**src/rtl/sgm_pkg.sv**
```systemverilog
// sgm_pkg: shared types and constants of the storage gas meter
// used by sgm_front, sgm_queue, sgm_back and storage_gas_meter
package sgm_pkg;

  localparam logic [4:0] REV_CONSTANTINOPLE = 5'd5;
  localparam logic [4:0] REV_PETERSBURG     = 5'd6;
  localparam logic [4:0] REV_ISTANBUL       = 5'd7;
  localparam logic [4:0] REV_BERLIN         = 5'd8;
  localparam logic [4:0] REV_LONDON         = 5'd9;
  localparam logic [4:0] REV_AMSTERDAM      = 5'd15;
  localparam logic [4:0] REV_TOP            = 5'd16;

  localparam logic [2:0] REG_REVISION   = 3'd0;
  localparam logic [2:0] REG_WARM_READ  = 3'd1;
  localparam logic [2:0] REG_COLD_READ  = 3'd2;
  localparam logic [2:0] REG_ATTACHED   = 3'd3;
  localparam logic [2:0] REG_INIT_RES   = 3'd4;

  localparam logic [1:0] ST_OK     = 2'd0;
  localparam logic [1:0] ST_OOG    = 2'd1;
  localparam logic [1:0] ST_STATIC = 2'd2;

  localparam logic [3:0] UK_ASSIGNED  = 4'd0;
  localparam logic [3:0] UK_ADDED     = 4'd1;
  localparam logic [3:0] UK_DELETED   = 4'd2;
  localparam logic [3:0] UK_MODIFIED  = 4'd3;
  localparam logic [3:0] UK_DEL_ADD   = 4'd4;
  localparam logic [3:0] UK_MOD_DEL   = 4'd5;
  localparam logic [3:0] UK_DEL_REST  = 4'd6;
  localparam logic [3:0] UK_ADD_DEL   = 4'd7;
  localparam logic [3:0] UK_MOD_REST  = 4'd8;

  localparam logic signed [63:0] STATE_SET_GAS = 64'sd97920;

  typedef enum logic [1:0] {
    MODE_PLAIN,
    MODE_FIXED,
    MODE_CHARGE,
    MODE_REFILL
  } mode_t;

  typedef struct packed {
    logic [4:0]  revision;
    logic [15:0] warm_read_cost;
    logic [15:0] cold_read_cost;
    logic        attached;
  } cfg_t;

  // classified instruction handed from front to back
  typedef struct packed {
    mode_t              mode;
    logic [1:0]         status;
    logic signed [63:0] gas;
    logic signed [63:0] sub;
    logic signed [15:0] refund;
    logic signed [17:0] sg;
  } work_t;

endpackage

```
**src/rtl/sgm_front.sv**
```systemverilog
// sgm_front: input register and instruction classification
// depends on sgm_pkg; feeds sgm_queue
module sgm_front (
  input  logic                clk,
  input  logic                rst,
  input  sgm_pkg::cfg_t       cfg,
  input  logic                in_valid,
  output logic                in_stall,
  input  logic                operation,
  input  logic signed [63:0]  gas_in,
  input  logic                static_mode,
  input  logic                slot_cold,
  input  logic [3:0]          update_kind,
  output logic                push,
  input  logic                q_full,
  output sgm_pkg::work_t      push_item
);

  logic               f_vld;
  logic               f_op;
  logic signed [63:0] f_gas;
  logic               f_static;
  logic               f_cold;
  logic [3:0]         f_kind;

  assign in_stall = f_vld && q_full;
  assign push     = f_vld && !q_full;

  always_ff @(posedge clk) begin
    if (rst) begin
      f_vld <= 1'b0;
    end else if (!in_stall) begin
      f_vld <= in_valid;
    end
    if (!in_stall && in_valid) begin
      f_op     <= operation;
      f_gas    <= gas_in;
      f_static <= static_mode;
      f_cold   <= slot_cold;
      f_kind   <= update_kind;
    end
  end

  logic [4:0]         rev;
  logic [3:0]         kind;
  logic               legacy;
  logic               ams;
  logic signed [31:0] warm_c, cold_c, warm, set_c, rst_c, clr, cost, refund, sg, cold_cost;
  logic signed [31:0] regular, extra, check;

  always_comb begin
    rev    = (cfg.revision > sgm_pkg::REV_TOP) ? sgm_pkg::REV_TOP : cfg.revision;
    kind   = (f_kind > sgm_pkg::UK_MOD_REST) ? sgm_pkg::UK_ASSIGNED : f_kind;
    legacy = (rev < sgm_pkg::REV_CONSTANTINOPLE) || (rev == sgm_pkg::REV_PETERSBURG);
    ams    = rev >= sgm_pkg::REV_AMSTERDAM;
    warm_c = $signed({16'd0, cfg.warm_read_cost});
    cold_c = $signed({16'd0, cfg.cold_read_cost});
    set_c  = 32'sd20000;
    rst_c  = 32'sd5000;
    clr    = 32'sd15000;
    if (rev < sgm_pkg::REV_ISTANBUL) begin
      warm = 32'sd200;
    end else if (rev == sgm_pkg::REV_ISTANBUL) begin
      warm = 32'sd800;
    end else begin
      warm  = warm_c;
      rst_c = 32'sd5000 - cold_c;
      if (rev >= sgm_pkg::REV_LONDON) clr = 32'sd4800;
    end
    cost   = warm;
    refund = '0;
    sg     = '0;
    if (ams) begin
      cost = 32'sd100;
      case (kind)
        sgm_pkg::UK_ADDED:    begin cost = 32'sd10100; sg = 32'sd97920; end
        sgm_pkg::UK_DELETED:  begin cost = 32'sd10100; refund = 32'sd12480; end
        sgm_pkg::UK_MODIFIED: cost = 32'sd10100;
        sgm_pkg::UK_DEL_ADD:  refund = -32'sd12480;
        sgm_pkg::UK_MOD_DEL:  refund = 32'sd12480;
        sgm_pkg::UK_DEL_REST: refund = 32'sd10000 - 32'sd12480;
        sgm_pkg::UK_ADD_DEL:  begin refund = 32'sd10000; sg = -32'sd97920; end
        sgm_pkg::UK_MOD_REST: refund = 32'sd10000;
        default: ;
      endcase
    end else if (legacy) begin
      case (kind)
        sgm_pkg::UK_ADDED, sgm_pkg::UK_DEL_ADD, sgm_pkg::UK_DEL_REST: cost = set_c;
        sgm_pkg::UK_DELETED, sgm_pkg::UK_MOD_DEL, sgm_pkg::UK_ADD_DEL: begin
          cost = rst_c; refund = clr;
        end
        default: cost = rst_c;
      endcase
    end else begin
      case (kind)
        sgm_pkg::UK_ADDED:    cost = set_c;
        sgm_pkg::UK_DELETED:  begin cost = rst_c; refund = clr; end
        sgm_pkg::UK_MODIFIED: cost = rst_c;
        sgm_pkg::UK_DEL_ADD:  refund = -clr;
        sgm_pkg::UK_MOD_DEL:  refund = clr;
        sgm_pkg::UK_DEL_REST: refund = rst_c - warm - clr;
        sgm_pkg::UK_ADD_DEL:  refund = set_c - warm;
        sgm_pkg::UK_MOD_REST: refund = rst_c - warm;
        default: ;
      endcase
    end
    cold_cost = '0;
    if (f_cold) cold_cost = ams ? 32'sd2900 : ((rev >= sgm_pkg::REV_BERLIN) ? cold_c : 32'sd0);
    regular = cost + cold_cost;
    extra   = (ams ? 32'sd3000 : cold_c) - warm_c;
    check   = f_cold ? 32'sd3000 : 32'sd2301;

    push_item.gas    = f_gas;
    push_item.status = sgm_pkg::ST_OK;
    push_item.refund = '0;
    push_item.sg     = '0;
    push_item.mode   = sgm_pkg::MODE_PLAIN;
    push_item.sub    = '0;
    if (!f_op) begin
      // a load with no cold surcharge never runs out of gas
      if (rev >= sgm_pkg::REV_BERLIN && f_cold) push_item.sub = 64'(extra);
      else push_item.mode = sgm_pkg::MODE_FIXED;
    end else if (f_static) begin
      push_item.mode   = sgm_pkg::MODE_FIXED;
      push_item.status = sgm_pkg::ST_STATIC;
    end else if (rev >= sgm_pkg::REV_ISTANBUL && !ams && f_gas <= 64'sd2300) begin
      push_item.mode   = sgm_pkg::MODE_FIXED;
      push_item.status = sgm_pkg::ST_OOG;
    end else if (ams && f_gas < 64'(check)) begin
      push_item.mode   = sgm_pkg::MODE_FIXED;
      push_item.status = sgm_pkg::ST_OOG;
      push_item.sub    = 64'(check);
    end else begin
      push_item.refund = refund[15:0];
      push_item.sg     = sg[17:0];
      if (sg > 0 && cfg.attached) begin
        push_item.mode = sgm_pkg::MODE_CHARGE;
        push_item.sub  = 64'(regular);
      end else if (sg < 0 && cfg.attached) begin
        push_item.mode = sgm_pkg::MODE_REFILL;
        push_item.sub  = 64'(regular);
      end else begin
        push_item.sub  = 64'(regular + sg);
      end
    end
  end

endmodule

```
**src/rtl/sgm_queue.sv**
```systemverilog
// sgm_queue: short fifo of classified instructions between front and back
// depends on sgm_pkg
module sgm_queue #(
  parameter int DEPTH = 4
) (
  input  logic           clk,
  input  logic           rst,
  input  logic           push,
  input  sgm_pkg::work_t push_item,
  output logic           full,
  input  logic           pop,
  output logic           not_empty,
  output sgm_pkg::work_t pop_item
);

  localparam int PW = $clog2(DEPTH);
  localparam int CW = $clog2(DEPTH + 1);

  sgm_pkg::work_t mem [DEPTH];
  logic [PW-1:0]  wr_ptr, rd_ptr;
  logic [CW-1:0]  count;

  assign full      = count == CW'(DEPTH);
  assign not_empty = count != '0;
  assign pop_item  = mem[rd_ptr];

  always_ff @(posedge clk) begin
    if (rst) begin
      wr_ptr <= '0;
      rd_ptr <= '0;
      count  <= '0;
    end else begin
      if (push) wr_ptr <= (wr_ptr == PW'(DEPTH - 1)) ? '0 : wr_ptr + 1'b1;
      if (pop)  rd_ptr <= (rd_ptr == PW'(DEPTH - 1)) ? '0 : rd_ptr + 1'b1;
      if (push && !pop) count <= count + 1'b1;
      else if (pop && !push) count <= count - 1'b1;
    end
    if (push) mem[wr_ptr] <= push_item;
  end

endmodule

```
**src/rtl/sgm_back.sv**
```systemverilog
// sgm_back: gas charging, reservoir bookkeeping and output register
// depends on sgm_pkg; drains sgm_queue
module sgm_back (
  input  logic                clk,
  input  logic                rst,
  input  logic                res_load,
  input  logic [62:0]         res_value,
  input  logic                not_empty,
  input  sgm_pkg::work_t      item,
  output logic                pop,
  output logic                out_valid,
  input  logic                out_stall,
  output logic [1:0]          result_status,
  output logic signed [63:0]  gas_out,
  output logic signed [15:0]  refund_delta,
  output logic signed [17:0]  state_gas_delta
);

  logic signed [63:0] reservoir, state_from_gas;
  logic signed [63:0] reservoir_next, sfg_next;
  logic signed [63:0] from_res, to_gas, need, g;
  logic [1:0]         st;
  logic signed [15:0] rf;
  logic signed [17:0] sgo;

  assign pop = not_empty && (!out_valid || !out_stall);

  always_comb begin
    reservoir_next = reservoir;
    sfg_next       = state_from_gas;
    from_res = (reservoir < sgm_pkg::STATE_SET_GAS) ? reservoir : sgm_pkg::STATE_SET_GAS;
    to_gas   = (state_from_gas < sgm_pkg::STATE_SET_GAS) ? state_from_gas
                                                         : sgm_pkg::STATE_SET_GAS;
    need = item.sub + sgm_pkg::STATE_SET_GAS - from_res;
    g    = item.gas - item.sub;
    st   = sgm_pkg::ST_OK;
    rf   = item.refund;
    sgo  = item.sg;
    unique case (item.mode)
      sgm_pkg::MODE_FIXED: begin
        st = item.status;
      end
      sgm_pkg::MODE_PLAIN: begin
        if (g[63]) st = sgm_pkg::ST_OOG;
      end
      sgm_pkg::MODE_CHARGE: begin
        g = item.gas - need;
        if (item.gas < need) begin
          st = sgm_pkg::ST_OOG;
        end else begin
          reservoir_next = reservoir - from_res;
          sfg_next       = state_from_gas + sgm_pkg::STATE_SET_GAS - from_res;
        end
      end
      sgm_pkg::MODE_REFILL: begin
        if (g[63]) begin
          st = sgm_pkg::ST_OOG;
        end else begin
          g              = g + to_gas;
          sfg_next       = state_from_gas - to_gas;
          reservoir_next = reservoir + sgm_pkg::STATE_SET_GAS - to_gas;
        end
      end
      default: ;
    endcase
    if (st != sgm_pkg::ST_OK) begin
      rf  = '0;
      sgo = '0;
    end
  end

  always_ff @(posedge clk) begin
    if (rst) begin
      out_valid      <= 1'b0;
      reservoir      <= '0;
      state_from_gas <= '0;
    end else begin
      if (pop) out_valid <= 1'b1;
      else if (!out_stall) out_valid <= 1'b0;
      if (res_load) begin
        reservoir <= $signed({1'b0, res_value});
      end else if (pop) begin
        reservoir <= reservoir_next;
      end
      if (pop) state_from_gas <= sfg_next;
    end
    if (pop) begin
      result_status   <= st;
      gas_out         <= g;
      refund_delta    <= rf;
      state_gas_delta <= sgo;
    end
  end

`ifndef NO_ASSERTIONS
  a_fail_no_delta: assert property (@(posedge clk) disable iff (rst)
    out_valid && result_status != sgm_pkg::ST_OK |-> refund_delta == '0 && state_gas_delta == '0)
    else $error("failed instruction carries a delta");
  a_status_range: assert property (@(posedge clk) disable iff (rst)
    out_valid |-> result_status != 2'd3)
    else $error("undefined status code");
  a_res_quiet: assert property (@(posedge clk) disable iff (rst)
    !pop && !$past(res_load) && !res_load |=> $stable(state_from_gas))
    else $error("state gas ledger moved without an instruction");
`endif

endmodule

```
**src/rtl/storage_gas_meter.sv**
```systemverilog
// storage_gas_meter: top level of the storage load/store gas meter
// depends on sgm_pkg, sgm_front, sgm_queue, sgm_back
//
// usage
//   input channel: in_valid/in_stall with operation, gas_in, static_mode,
//   slot_cold and update_kind; a beat moves when in_valid is high and
//   in_stall low. each beat yields exactly one result beat.
//   output channel: out_valid/out_stall with result_status, gas_out,
//   refund_delta and state_gas_delta; held steady while out_stall is high.
//   configuration: cfg_valid/cfg_ready with cfg_index and cfg_data, always
//   ready; write only while no beat is in flight. writing initial_reservoir
//   also loads the reservoir.
//   path: each beat passes the input register, one queue slot and the output
//   register. throughput: one beat per cycle while out_stall is low; the
//   reservoir is updated in the back end as each result is registered.
//   reset: rst, synchronous; registers return to their defaults (revision 15,
//   warm 100, cold 2100, no reservoir) and the queue empties.
//   stall: a stalled output backs up into the queue of DEPTH entries, then
//   into the input register, after which in_stall rises.
module storage_gas_meter #(
  parameter int DEPTH = 4
) (
  input  logic               clk,
  input  logic               rst,
  input  logic               cfg_valid,
  output logic               cfg_ready,
  input  logic [2:0]         cfg_index,
  input  logic [63:0]        cfg_data,
  input  logic               in_valid,
  output logic               in_stall,
  input  logic               operation,
  input  logic signed [63:0] gas_in,
  input  logic               static_mode,
  input  logic               slot_cold,
  input  logic [3:0]         update_kind,
  output logic               out_valid,
  input  logic               out_stall,
  output logic [1:0]         result_status,
  output logic signed [63:0] gas_out,
  output logic signed [15:0] refund_delta,
  output logic signed [17:0] state_gas_delta
);

  sgm_pkg::cfg_t  cfg;
  logic [62:0]    init_res;
  logic           res_load;
  logic           push, q_full, pop, not_empty;
  sgm_pkg::work_t push_item, pop_item;

  assign cfg_ready = 1'b1;
  assign res_load  = cfg_valid && cfg_index == sgm_pkg::REG_INIT_RES;

  always_ff @(posedge clk) begin
    if (rst) begin
      cfg.revision       <= 5'd15;
      cfg.warm_read_cost <= 16'd100;
      cfg.cold_read_cost <= 16'd2100;
      cfg.attached       <= 1'b0;
      init_res           <= '0;
    end else if (cfg_valid) begin
      unique case (cfg_index)
        sgm_pkg::REG_REVISION:  cfg.revision       <= cfg_data[4:0];
        sgm_pkg::REG_WARM_READ: cfg.warm_read_cost <= cfg_data[15:0];
        sgm_pkg::REG_COLD_READ: cfg.cold_read_cost <= cfg_data[15:0];
        sgm_pkg::REG_ATTACHED:  cfg.attached       <= cfg_data[0];
        sgm_pkg::REG_INIT_RES:  init_res           <= cfg_data[62:0];
        default: ;
      endcase
    end
  end

  sgm_front u_front (
    .clk, .rst, .cfg, .in_valid, .in_stall, .operation, .gas_in, .static_mode,
    .slot_cold, .update_kind, .push, .q_full, .push_item
  );

  sgm_queue #(.DEPTH(DEPTH)) u_queue (
    .clk, .rst, .push, .push_item, .full(q_full), .pop, .not_empty, .pop_item
  );

  sgm_back u_back (
    .clk, .rst, .res_load, .res_value(cfg_data[62:0]), .not_empty, .item(pop_item),
    .pop, .out_valid, .out_stall, .result_status, .gas_out, .refund_delta,
    .state_gas_delta
  );

`ifndef NO_ASSERTIONS
  a_cfg_ready: assert property (@(posedge clk) disable iff (rst) cfg_ready)
    else $error("configuration port not ready");
  a_init_mirror: assert property (@(posedge clk) disable iff (rst)
    res_load |=> init_res == $past(cfg_data[62:0]))
    else $error("initial reservoir register not loaded");
  a_stall_needs_full: assert property (@(posedge clk) disable iff (rst)
    in_stall |-> q_full)
    else $error("input stalled with queue space");
`endif

endmodule

```
**config.mk**
```make
export PLATFORM = sky130hd
export DESIGN_NAME = storage_gas_meter
export DESIGN_NICKNAME = d
export VERILOG_FILES = /design/src/rtl/sgm_pkg.sv /design/src/rtl/sgm_front.sv /design/src/rtl/sgm_queue.sv /design/src/rtl/sgm_back.sv /design/src/rtl/storage_gas_meter.sv
export SDC_FILE = /design/constraint.sdc
export NUM_CORES = 2
export LEC_CHECK = 0
export BUFFER_PORTS_ARGS = -buffer_cell sky130_fd_sc_hd__buf_2
export CAP_MARGIN = 20
export CORE_AREA = 2 2 370 519
export DETAILED_ROUTE_END_ITERATION = 6
export DIE_AREA = 0 0 372 521
export SYNTH_ARGS = -nofsm -noshare
export SYNTH_HDL_FRONTEND = slang
export SYNTH_SLANG_ARGS = --single-unit
```
**constraint.sdc**
```tcl
create_clock -name clk -period 13.8 [get_ports clk]
set_clock_uncertainty 0.1 [all_clocks]
set_input_delay 0.69 -clock clk [delete_from_list [all_inputs] [get_ports clk]]
set_output_delay 0.69 -clock clk [all_outputs]
set_load 0.01 [all_outputs]
```
==> out/summary.txt <==
Total gr overflow - 0
Share of the yosys chip area belonging to registers - 34.3%
Area of the multi-input gates - 0.0407 sq mm
Sequential cell area - 0.0226 sq mm
First DRT Iteration DRCs - 5182
Fin crit share - 87.2%
Final Wtd Congestion - 1.01
Maximum clock insertion buffer count - 3
Chip Height - 521 um
Yosys cell types - 119
Failing checks - DRC
Post-synth EDFFs - 636
Synth Flop Type - edfxtp_1
Post-cts resize count - 0
Final setup violating endpoints - 0
Fmax - 83.1 MHz
Vias in the first global route - 56300
IO Pins - 246
Crit-path leading delay family - simple AND/OR/NAND/NOR gates
PortBufs - 236
Outcome - complete, but fails checks
Via density - 5.92
Crit path DAT - 12.56 ns
Overall Global Routing Usage - 24.2%
Via count - 57900
Critical-path maximum fanout - 54
# nets final - 8044
Critical path capture point type - flip-flop
Critical path class - reg -> reg
Drc violations - 5
Reg clk slew, reported paths - 0.06 ns
Mapped Area - 0.0659 sq mm
Synth Register Bits - 813
Avg Cell Area, Syn - 9.23 sq um
Final Instance Area - 0.0727 sq mm
Chip Width - 372 um
Crit path buf inv count - 3
Clock Sinks - 813
Initial Util - 34.9%
H-tree levels - 3
TritonRoute pass-1 iters - 7
Max stage delay on crit path - 0.80 ns
Syn. warnings - 0
Post-route ant nets - 0
Period minus WS final - 12.03 ns
CTS tree - done
Setup TNS - 0 ns
Wire length per cell - 24.7 um
Mapped Cells - 7146
CTS Buf Count - 88
Ys async rst share - 0%
Placed Area - 0.0694 sq mm
Critical path required time - 14.33 ns
First-pass GRT wire length - 353 mm
Startpoint Class - flip-flop
Core Region - 0.189 sq mm
Detail Placement HPWL - 191 mm
Antenna violations before repair - 16
WL final - 242 mm
Num rows - 189
Filler cell count - 19000
Pin count of the biggest net entering global routing - 85
Ratio of cells with drive above 1 in the final layout - 9.68%
Crit path max-delay cell type - o21ai_0
Slew Limit Fails - 0
Worst-Skew Late Latency - 0.75 ns
Maxcap violations - 0
Area growth, synth to finish - 10.2%
RSZ-0062 raised after global routing - no
CTS root buf - clkbuf_16
Pre-CTS setup slack - 2.03 ns
Worst slew margin - 17.8%
Slew at the pin closest to its max-slew limit - 1.23 ns
Hold Path Class - in -> reg
Final hold vios - 0
Final worst setup slack - 1.77 ns
Die area - 0.194 sq mm
## stage by stage
step / utilization [%] / hold WS [ns] / std cells
floorplan: - / 0.349 / 7154
global placement: 36.7 / 0.351 / 9589
detailed placement: 36.7 / 0.367 / 9590
CTS: 38.5 / 0.00135 / 9781
global route: 38.5 / 0.0147 / 9784
finish: 38.5 / 0.0490 / 9787
## cells by family (layout without fill, tap and decap cells)
| logic type | after synthesis | after routing | synth area share (%) |
|---|---|---|---|
| XOR/XNOR | 464 | 464 | 6.18 |
| other | 2 | 14 | 0.0114 |
| adder cells (fa/ha/maj) | 676 | 676 | 13.0 |
| AO/OA/AOI/OAI | 2204 | 2204 | 22.1 |
| AND/OR/NAND/NOR | 2150 | 2150 | 15.7 |
| buffers and inverters | 683 | 829 | 4.12 |
| multiplexers | 154 | 154 | 4.63 |
| flip-flops | 813 | 813 | 34.3 |
## area by class of cell
cell class                      count  area share, %
Inverter                          336           1.74
Timing Repair Buffer              328           2.76
Clock inverter                     58          0.902
Tap cell                         2483           4.27
Multi-Input combinational cell   5658           56.0
Antenna cell                        4         0.0138
Clock buffer                      107           3.21
Sequential cell                   813           31.2
## sequential cells by signal, summed over array words and instances (netlist names), named ones only
register	cells
u_queue.rd_ptr	2
u_back.state_from_gas	64
u_front.f_gas	64
u_queue.count	3
u_back.reservoir	64
u_back.result_status	2
u_back.state_gas_delta	3
u_back.out_valid	1
u_front.f_static	1
u_front.f_op	1
u_queue.wr_ptr	2
u_back.refund_delta	16
u_queue.mem	480
u_front.f_kind	4
u_front.f_vld	1
cfg	38
u_front.f_cold	1
u_back.gas_out	64
## metal layers
metal | up-vias | part of all wire [%] | wire length [um] | track usage, %
li1 | 27100 | - | - | -
met5 | - | 0.038 | 92 | 0
met4 | 14 | 8.9 | 21600 | 18.8
met3 | 629 | 5.6 | 13700 | 3.18
met1 | 28000 | 38 | 91400 | 27.6
met2 | 2195 | 48 | 115000 | 40.9
## Yosys cell counts, types with 30 or more instances
master    instances  area (sq um)
mux4_2          120          2700
or3_1            49           307
and2_1           61           382
inv_1           334          1250
and3_1           64           400
nand2b_1        141           882
nor3_1          147           736
ha_1            663          8300
o21ai_0         394          1970
clkbuf_1        245           920
o211ai_1         74           556
a21oi_1         646          3230
a31oi_1          80           500
nand2_1         675          2530
a211oi_1         93           698
nor2_1          501          1880
nor4_1           47           294
a22oi_1          49           368
nand3_1         148           741
o21bai_1         76           571
a221oi_1         34           298
or2_2            38           238
o21a_1           64           480
xnor2_1         242          2120
o31ai_1          39           293
a21o_1          220          1650
nand4_1          99           619
nor2b_1          86           538
o32ai_1          30           263
buf_1            32           120
edfxtp_1        636         19100
o22ai_1          39           244
dfxtp_1         177          3540
xor2_1          221          1940
buf_2            46           230
## final timing paths
check                  startpoint             endpoint  slack [ns]  cells past startpoint
min reg2reg      u_back.out_valid     u_back.out_valid        0.37                      2
max reg2reg  u_back.reservoir[50]  u_back.reservoir[0]        1.77                     33
max          u_back.reservoir[50]  u_back.reservoir[0]        1.77                     33
min                    gas_in[48]    u_front.f_gas[48]        0.05                      1
## layout by cell type (no fill, tap or decap), types with 29 or more instances in the layout
cell / Yosys / final
nand2_1: 675 / 674
ha_1: 663 / 659
a21oi_1: 646 / 646
edfxtp_1: 636 / 636
nor2_1: 501 / 501
o21ai_0: 394 / 393
inv_1: 334 / 331
xnor2_1: 242 / 242
buf_2: 46 / 235
xor2_1: 221 / 221
a21o_1: 220 / 220
dfxtp_1: 177 / 175
nor3_1: 147 / 147
nand3_1: 148 / 147
nand2b_1: 141 / 141
mux4_2: 120 / 120
nand4_1: 99 / 99
a211oi_1: 93 / 93
clkbuf_16: 0 / 89
nor2b_1: 86 / 85
a31oi_1: 80 / 80
o21bai_1: 76 / 76
o211ai_1: 74 / 74
o21a_1: 64 / 64
and3_1: 64 / 63
buf_4: 20 / 63
and2_1: 61 / 57
a22oi_1: 49 / 49
or3_1: 49 / 49
nor4_1: 47 / 47
o22ai_1: 39 / 39
o31ai_1: 39 / 39
or2_2: 38 / 38
a221oi_1: 34 / 34
o21ai_1: 29 / 30
o32ai_1: 30 / 30
a311oi_1: 29 / 29
## what timing repair did
action	CTS	global route
hold buffers	26	0
setup buffers	0	0
hold endpoints to repair	26	0
Power is left out: the tool's default activity adds up to more than one toggle a clock period on the data nets, which glitch-free logic cannot reach.
